<file path="src/hw/rtl/lse_pkg.sv">
// shared types, constants and tables for the log-sum-exp reduction
package lse_pkg;

    localparam int unsigned MAX_ELEMS_DEF = 256;
    localparam int unsigned FRAC_BITS_DEF = 16;

    localparam logic [30:0] LOG2E_Q30 = 31'd1549082005;
    localparam logic [29:0] LN2_Q30   = 30'd744261118;
    localparam logic [30:0] Q30_ONE   = 31'h4000_0000;
    localparam logic [3:0]  TAYLOR_N  = 4'd13;
    localparam logic [4:0]  SQ_LAST   = 5'd29;
    localparam logic [4:0]  K_MAX     = 5'd30;
    localparam logic [31:0] NEG_INF   = 32'h8000_0000;

    typedef enum logic [3:0] {
        ST_IDLE,
        ST_CHECK,
        ST_READ,
        ST_DIFF,
        ST_FRAC,
        ST_MUL,
        ST_REC,
        ST_FIX,
        ST_ACC,
        ST_NORM,
        ST_SQ,
        ST_LNA,
        ST_LNB,
        ST_EMIT
    } t_state;

    typedef struct packed {
        logic       accept;
        logic       clr_sum;
        logic       rd;
        logic       diff;
        logic       frac;
        logic       mul;
        logic       rec;
        logic       fix;
        logic       acc;
        logic       norm;
        logic       sq;
        logic       lna;
        logic       lnb;
        logic       emit;
        logic       emit_empty;
        logic [3:0] n;
    } t_cmd;

    // floor(2^32 / n), n = 1 clipped to 32 bits
    function automatic logic [31:0] lse_recip(input logic [3:0] n);
        logic [31:0] r;
        case (n)
            4'd1:    r = 32'hFFFF_FFFF;
            4'd2:    r = 32'd2147483648;
            4'd3:    r = 32'd1431655765;
            4'd4:    r = 32'd1073741824;
            4'd5:    r = 32'd858993459;
            4'd6:    r = 32'd715827882;
            4'd7:    r = 32'd613566756;
            4'd8:    r = 32'd536870912;
            4'd9:    r = 32'd477218588;
            4'd10:   r = 32'd429496729;
            4'd11:   r = 32'd390451572;
            4'd12:   r = 32'd357913941;
            4'd13:   r = 32'd330382099;
            default: r = 32'hFFFF_FFFF;
        endcase
        return r;
    endfunction

endpackage

</file>
<file path="src/hw/rtl/lse_ctrl.sv">
// sequencer for the load, exponential-sum and logarithm passes
module lse_ctrl #(
    parameter int unsigned MAX_ELEMS = lse_pkg::MAX_ELEMS_DEF
) (
    input  logic                             i_clk,
    input  logic                             i_rst_n,
    input  logic                             start,
    input  logic                             i_last,
    input  logic [$clog2(MAX_ELEMS+1)-1:0]   i_count,
    input  logic                             i_norm_done,
    output logic                             busy,
    output logic [((MAX_ELEMS > 1) ? $clog2(MAX_ELEMS) : 1)-1:0] o_addr,
    output lse_pkg::t_cmd                    o_cmd
);
    import lse_pkg::*;

    localparam int unsigned CW = $clog2(MAX_ELEMS + 1);
    localparam int unsigned AW = (MAX_ELEMS > 1) ? $clog2(MAX_ELEMS) : 1;

    t_state        r_state, n_state;
    logic [CW-1:0] r_idx;
    logic [3:0]    r_n;
    logic [4:0]    r_i;

    always_comb begin
        n_state = r_state;
        case (r_state)
            ST_IDLE:  if (start && i_last) n_state = ST_CHECK;
            ST_CHECK: n_state = (i_count == '0) ? ST_IDLE : ST_READ;
            ST_READ:  n_state = ST_DIFF;
            ST_DIFF:  n_state = ST_FRAC;
            ST_FRAC:  n_state = ST_MUL;
            ST_MUL:   n_state = ST_REC;
            ST_REC:   n_state = ST_FIX;
            ST_FIX:   n_state = (r_n == TAYLOR_N) ? ST_ACC : ST_MUL;
            ST_ACC:   n_state = (r_idx + CW'(1) == i_count) ? ST_NORM : ST_READ;
            ST_NORM:  if (i_norm_done) n_state = ST_SQ;
            ST_SQ:    if (r_i == SQ_LAST) n_state = ST_LNA;
            ST_LNA:   n_state = ST_LNB;
            ST_LNB:   n_state = ST_EMIT;
            ST_EMIT:  n_state = ST_IDLE;
            default:  n_state = ST_IDLE;
        endcase
    end

    always_comb begin
        o_cmd            = '0;
        o_cmd.n          = r_n;
        o_cmd.accept     = (r_state == ST_IDLE) && start;
        o_cmd.clr_sum    = (r_state == ST_CHECK);
        o_cmd.emit_empty = (r_state == ST_CHECK) && (i_count == '0);
        o_cmd.rd         = (r_state == ST_READ);
        o_cmd.diff       = (r_state == ST_DIFF);
        o_cmd.frac       = (r_state == ST_FRAC);
        o_cmd.mul        = (r_state == ST_MUL);
        o_cmd.rec        = (r_state == ST_REC);
        o_cmd.fix        = (r_state == ST_FIX);
        o_cmd.acc        = (r_state == ST_ACC);
        o_cmd.norm       = (r_state == ST_NORM) && !i_norm_done;
        o_cmd.sq         = (r_state == ST_SQ);
        o_cmd.lna        = (r_state == ST_LNA);
        o_cmd.lnb        = (r_state == ST_LNB);
        o_cmd.emit       = (r_state == ST_EMIT);
        busy             = (r_state != ST_IDLE);
        o_addr           = r_idx[AW-1:0];
    end

    always_ff @(posedge i_clk) begin
        if (!i_rst_n) begin
            r_state <= ST_IDLE;
            r_idx   <= '0;
            r_n     <= 4'd1;
            r_i     <= '0;
        end else begin
            r_state <= n_state;
            if (r_state == ST_CHECK) r_idx <= '0;
            if (r_state == ST_ACC)   r_idx <= r_idx + CW'(1);
            if (r_state == ST_FRAC)  r_n <= 4'd1;
            if (r_state == ST_FIX)   r_n <= r_n + 4'd1;
            if (r_state == ST_NORM)  r_i <= '0;
            if (r_state == ST_SQ)    r_i <= r_i + 5'd1;
        end
    end

endmodule

</file>
<file path="config.mk">
export PLATFORM = sky130hd
export DESIGN_NAME = lse_ctrl
export DESIGN_NICKNAME = d
export VERILOG_FILES = /design/src/hw/rtl/lse_pkg.sv /design/src/hw/rtl/lse_ctrl.sv
export SDC_FILE = /design/constraint.sdc
export NUM_CORES = 1
export LEC_CHECK = 0
export BUFFER_PORTS_ARGS = -buffer_cell sky130_fd_sc_hd__buf_4
export CORE_MARGIN = 2
export CORE_UTILIZATION = 25
export DETAILED_ROUTE_END_ITERATION = 12
export GPL_TIMING_DRIVEN = 0
export PLACE_DENSITY = 0.52
export SYNTH_ARGS = -nofsm -noshare
export SYNTH_HDL_FRONTEND = slang
export SYNTH_SLANG_ARGS = --single-unit
</file>
<file path="constraint.sdc">
create_clock -name i_clk -period 4 [get_ports i_clk]
set_clock_uncertainty 0.15 [all_clocks]
set_input_delay 0.2 -clock i_clk [delete_from_list [all_inputs] [get_ports i_clk]]
set_output_delay 0.2 -clock i_clk [all_outputs]
set_load 0.005 [all_outputs]
</file>
**Word-level counts from Yosys, hierarchy flattened**

Index checks and enable logic that the tools add are counted.

- Add/subtract/negate cells: 3
- Order comparisons: 0
- Muxes and demuxes: 13
- Eq/ne operators: 19
- Shift-type cells: 0
- Div/mod/pow operators: 0
- Bitwise gates (word level): 0
- $mul: 0
- Reductions and logical operators: 12

Operators with widths:

| cell | count |
|---|---|
| case mux 4 bit (13 select lines) | 1 |
| equality test 4 bit (second input constant) | 7 |
| 2-to-1 mux 4 bit | 7 |
| 2-to-1 mux 9 bit | 2 |
| equality test 4 x 3 -> 1 bit (second input constant) | 4 |
| 2-to-1 mux 5 bit | 2 |
| adder 9 x 1 -> 9 bit (second input constant) | 1 |
| equality test 9 bit | 1 |
| logical NOT 9 bit | 1 |
| equality test 4 x 2 -> 1 bit (second input constant) | 2 |
| nonzero test 2 bit | 3 |
| adder 5 x 1 -> 5 bit (second input constant) | 1 |
| equality test 5 bit (second input constant) | 1 |
| adder 4 x 1 -> 4 bit (second input constant) | 1 |
| equality test 4 x 1 -> 1 bit (second input constant) | 1 |
| logical AND 1 bit | 4 |
| logical NOT 4 bit | 1 |
| inequality test 2 bit (second input constant) | 2 |
| nonzero test 4 bit | 1 |
| AND reduction 3 bit | 1 |
| 2-to-1 mux 2 bit | 1 |
| inequality test 2 x 1 -> 1 bit (second input constant) | 1 |
| logical NOT 1 bit | 1 |

- Bits in read-only memories: 0
- Output and inout port bits: 28
- Memory bits (writable): 0
- Input port bits: 14
- Flip-flop bits (word level): 22
- Latch bits: 0
- Memories kept: 0

**Longest topological paths before layout**

- Depth in word-level cells: 4
- Mapped depth: 7
- Gate-level depth less buffers: 7

**Least setup slack after synthesis**

OpenSTA, ideal clock, no wires.

- Path type: reg-to-reg
- From: reg r_idx[0]
- To: reg r_state[1]
- Path buffers: 0
- Stages on the path, launching flop included: 7
- Data arrival time: 1,838 ps
- Period minus slack after synthesis: 2,108 ps
- Slack: 1,892 ps
- Setup time: 120 ps
- Required time: 3,730 ps
- Cells stage by stage: dfxtp_1 > ha_1 > nand3_2 > or3_1 > a211oi_2 > nand4_2 > o31a_1

- Word-level cells in the longest chain between the ends: 4

Ends and longest elaborated chain:

| element | line | RTL |
|---|---|---|
| start: declaration | lse_ctrl.sv:21 | `logic [CW-1:0] r_idx;` |
| start signal: assignment | lse_ctrl.sv:77 | `if (r_state == ST_ACC) r_idx <= r_idx + CW'(1);` |
| adder 9 x 1 -> 9 bit | lse_ctrl.sv:36 | `ST_ACC: n_state = (r_idx + CW'(1) == i_count) ? ST_NORM : ST_READ;` |
| equality test 9 bit | lse_ctrl.sv:36 |  |
| 2-to-1 mux 4 bit | lse_ctrl.sv:36 |  |
| case mux 4 bit (13 select lines) | lse_ctrl.sv:27 | `case (r_state)` |
| end signal: assignment | lse_ctrl.sv:75 | `r_state <= n_state;` |
| end: declaration | lse_ctrl.sv:20 | `t_state r_state, n_state;` |

No other way between the ends.
A chain may end at the register's enable or synchronous reset.

**Final worst setup path**

Same ends and word-level chain as after synthesis.

==> reports/results.ini <==
[detailed_routing]
drc_errors = 0
via_per_inst = 5.01
wl_um = 4620
num_vias = 1728
wl_per_cell_um = 13.4
wl_met1_um = 2250
dr.pass1.iters = 4
antenna_left = 0
wl_met2_um = 2090
wl_met3_um = 205
routed.top_layer = met4
drt_iter0_markers = 105

[cts]
hold_buffers = 0
clock_latency_ns = 0.26
postCtsSetupBuffers = 0
post_cts_resized = 0
clk_path_buf_depth = 2
numCtsBuffers = 3
root_buffer = clkbuf_8
cts_tree = yes
numClockSinks = 22
cts.htree.levels = 1
clk_pin_slew_ns = 0.08

[cells_and_area]
drive_above_1_share_pct = 27.2
areaGrowthSynthToFinish_pct = 26.9
diodes = 0
multi_input_area_um2 = 1060
fin_nets = 289
fin_util_pct = 32.9
regArea_um2 = 440
final.fill_count = 716

[yosys]
synth.distinct_cells = 55
syn_avg_cell_area_um2 = 7.40
yosys.cell_count.top_type = nor2_1
yosysSeqAreaShare_pct = 26.6
ys.flop_type = dfxtp_1
synth_enable_flop_cells = 0
synth.area.top_cells = dfxtp_1 (27%), a21oi_1 (7.2%), nor2_1 (7.0%)
synth_common_cells = nor2_1 (31), a21oi_1 (24), dfxtp_1 (22)
synth_top_cell_by_area = dfxtp_1
ys_ff_latch = 22
synth_nets = 243
netlist_instances = 224
synth_top_area_share_pct = 26.6
synthArstFlopShare_pct = 0
synth_area_um2 = 1660
ys_warn_count = 0

[timing]
setup-tns-final_ns = 0
fmax_mhz = 425
rsz0062_at_grt = false
post-route-min-period_ns = 2.35
worst_slew_pin_slew_ns = 0.553
setup_viol = 0
slew_viol_final = 0
slew_headroom_pct = 63.0
finalHoldViolCount = 0
period_share_pct = 58.8

[power]
swShare_pct = 26.4
seq_power_share_pct = 51.1
internal_power_w = 0.000318
p_clk_share_pct = 32.4
peakVddDrop_uv = 100
leakage_nw = 0.849
p_sw_w = 0.000114
p_comb_share_pct = 16.5
powerDensity_nw_per_um2 = 206

[critical_path]
timing.rr.start = r_idx[0]
r2r_setup_slack_ns = 1.65
startpoint = r_idx[0]
arrival_ns = 2.36
criticalPathCategory = reg2reg
crit_fanout = 7
reg2regPathDepth = 6
worst_setup_path_end_kind = flip-flop
critPathLaunchType = flip-flop
cp.required_ns = 4.01
crit_end = r_state[1]
worstReg2RegEnd = r_state[1]

[grt]
grt_overflow_total = 0
track_usage_pct = 12.7
grt_pass1_wl_um = 7600
grt_max_degree = 12
antenna_found_initial = 0
grt_pass1_vias = 1560

[outcome]
outcome = completed

[die]
start_util_pct = 26.0
rows = 29
dieArea_um2 = 7300
io_pins = 42
die_w_um = 85.4
die_h_um = 85.4
core_um2 = 6390

[placed_design]
dp_hpwl_um = 3520
numPortBuffers = 41
gp_congestion = 0.799

[job]
drv_cap = 0

[min_path]
hold_path_class = in2reg
hold_start = i_rst_n

==> cell type report <==
class	count	area share (%)
sequential	22	20.9
inverter	10	1.78
multi-input combinational	173	50.6
tap	77	4.58
timing repair buffer	41	14.6
buffer	19	5.47
clock buffer	3	1.96
==> logic make-up after synthesis <==
logic type | count (synthesis) | share of synthesized area (%)
XOR/XNOR | 11 | 5.81
adder cells (fa/ha/maj) | 5 | 3.77
buffers and inverters | 29 | 9.21
AO/OA/AOI/OAI | 56 | 20.9
AND/OR/NAND/NOR | 99 | 32.5
flip-flops | 22 | 26.6
multiplexers | 2 | 1.28
==> cells in the final DEF (no fill, tap or decap), drive strengths merged, types with 2 or more instances in the layout <==
cell,instances
or3,5
clkbuf,7
nor3b,3
a31oi,3
and2,5
inv,9
ha,5
buf,56
a21oi,24
xor2,2
o21a,2
or2,3
nor3,3
and3,3
nand2b,3
a22oi,2
or4,5
nor2,32
nand3b,3
xnor2,9
nand4,6
nand2,12
nand3,10
dfxtp,22
nor4,2
o211ai,2
nand4bb,2
o21ai,13
==> layer usage <==
metal	GRT usage [%]	vias up
li1	-	884
met1	17.7	793
met2	20.5	44
met3	1.95	7
met4	3.32	0
met5	0	-
==> per-stage QoR <==
| step | power (W) | std cells | area [um2] | setup slack [ns] | hold WS (ns) |
|---|---|---|---|---|---|
| floorplan | 0.000265 | 224 | 1660 | 1.89 | 0.126 |
| CTS | 0.000440 | 345 | 2100 | 1.63 | 0.0247 |
| global placement | 0.000298 | 342 | 2060 | 1.66 | 0.296 |
| finish | 0.000432 | 345 | 2100 | 1.65 | 0.0203 |
| detailed placement | 0.000298 | 342 | 2060 | 1.65 | 0.290 |
| global route | 0.000454 | 345 | 2100 | 1.49 | 0.0355 |
==> sequential cells by signal, summed over array words and instances (netlist names) <==
name and cells:
r_n 4, r_idx 9, r_i 5, r_state 4
==> power by group through the flow <==
stage / registers, W / clock network (W) / logic, W
floorplan: 0.000226 / 0 / 0.0000392
detailed placement: 0.000226 / 0 / 0.0000719
CTS: 0.000221 / 0.000147 / 0.0000721
global placement: 0.000226 / 0 / 0.0000716
finish: 0.000221 / 0.000140 / 0.0000715
global route: 0.000221 / 0.000154 / 0.0000789
==> critical path, cell delays in order (launching register included) <==
cell and delay (ns):
dfxtp_1 0.48, ha_1 0.35, nand3_2 0.14, or3_1 0.41, a211oi_2 0.24, nand4_2 0.17, o31a_1 0.30
==> worst min-delay path by stage <==
stage          depth (start not counted)  slack [ns]  endpoint
2_1_floorplan                          1        0.13    r_n[0]
3_3_place_gp                           2        0.30    r_n[0]
3_5_place_dp                           2        0.29    r_n[0]
4_1_cts                                2        0.02    r_n[0]
5_1_grt                                2        0.04    r_n[0]
6_report                               2        0.02    r_n[0]
Power figures use the tool's default switching activity.
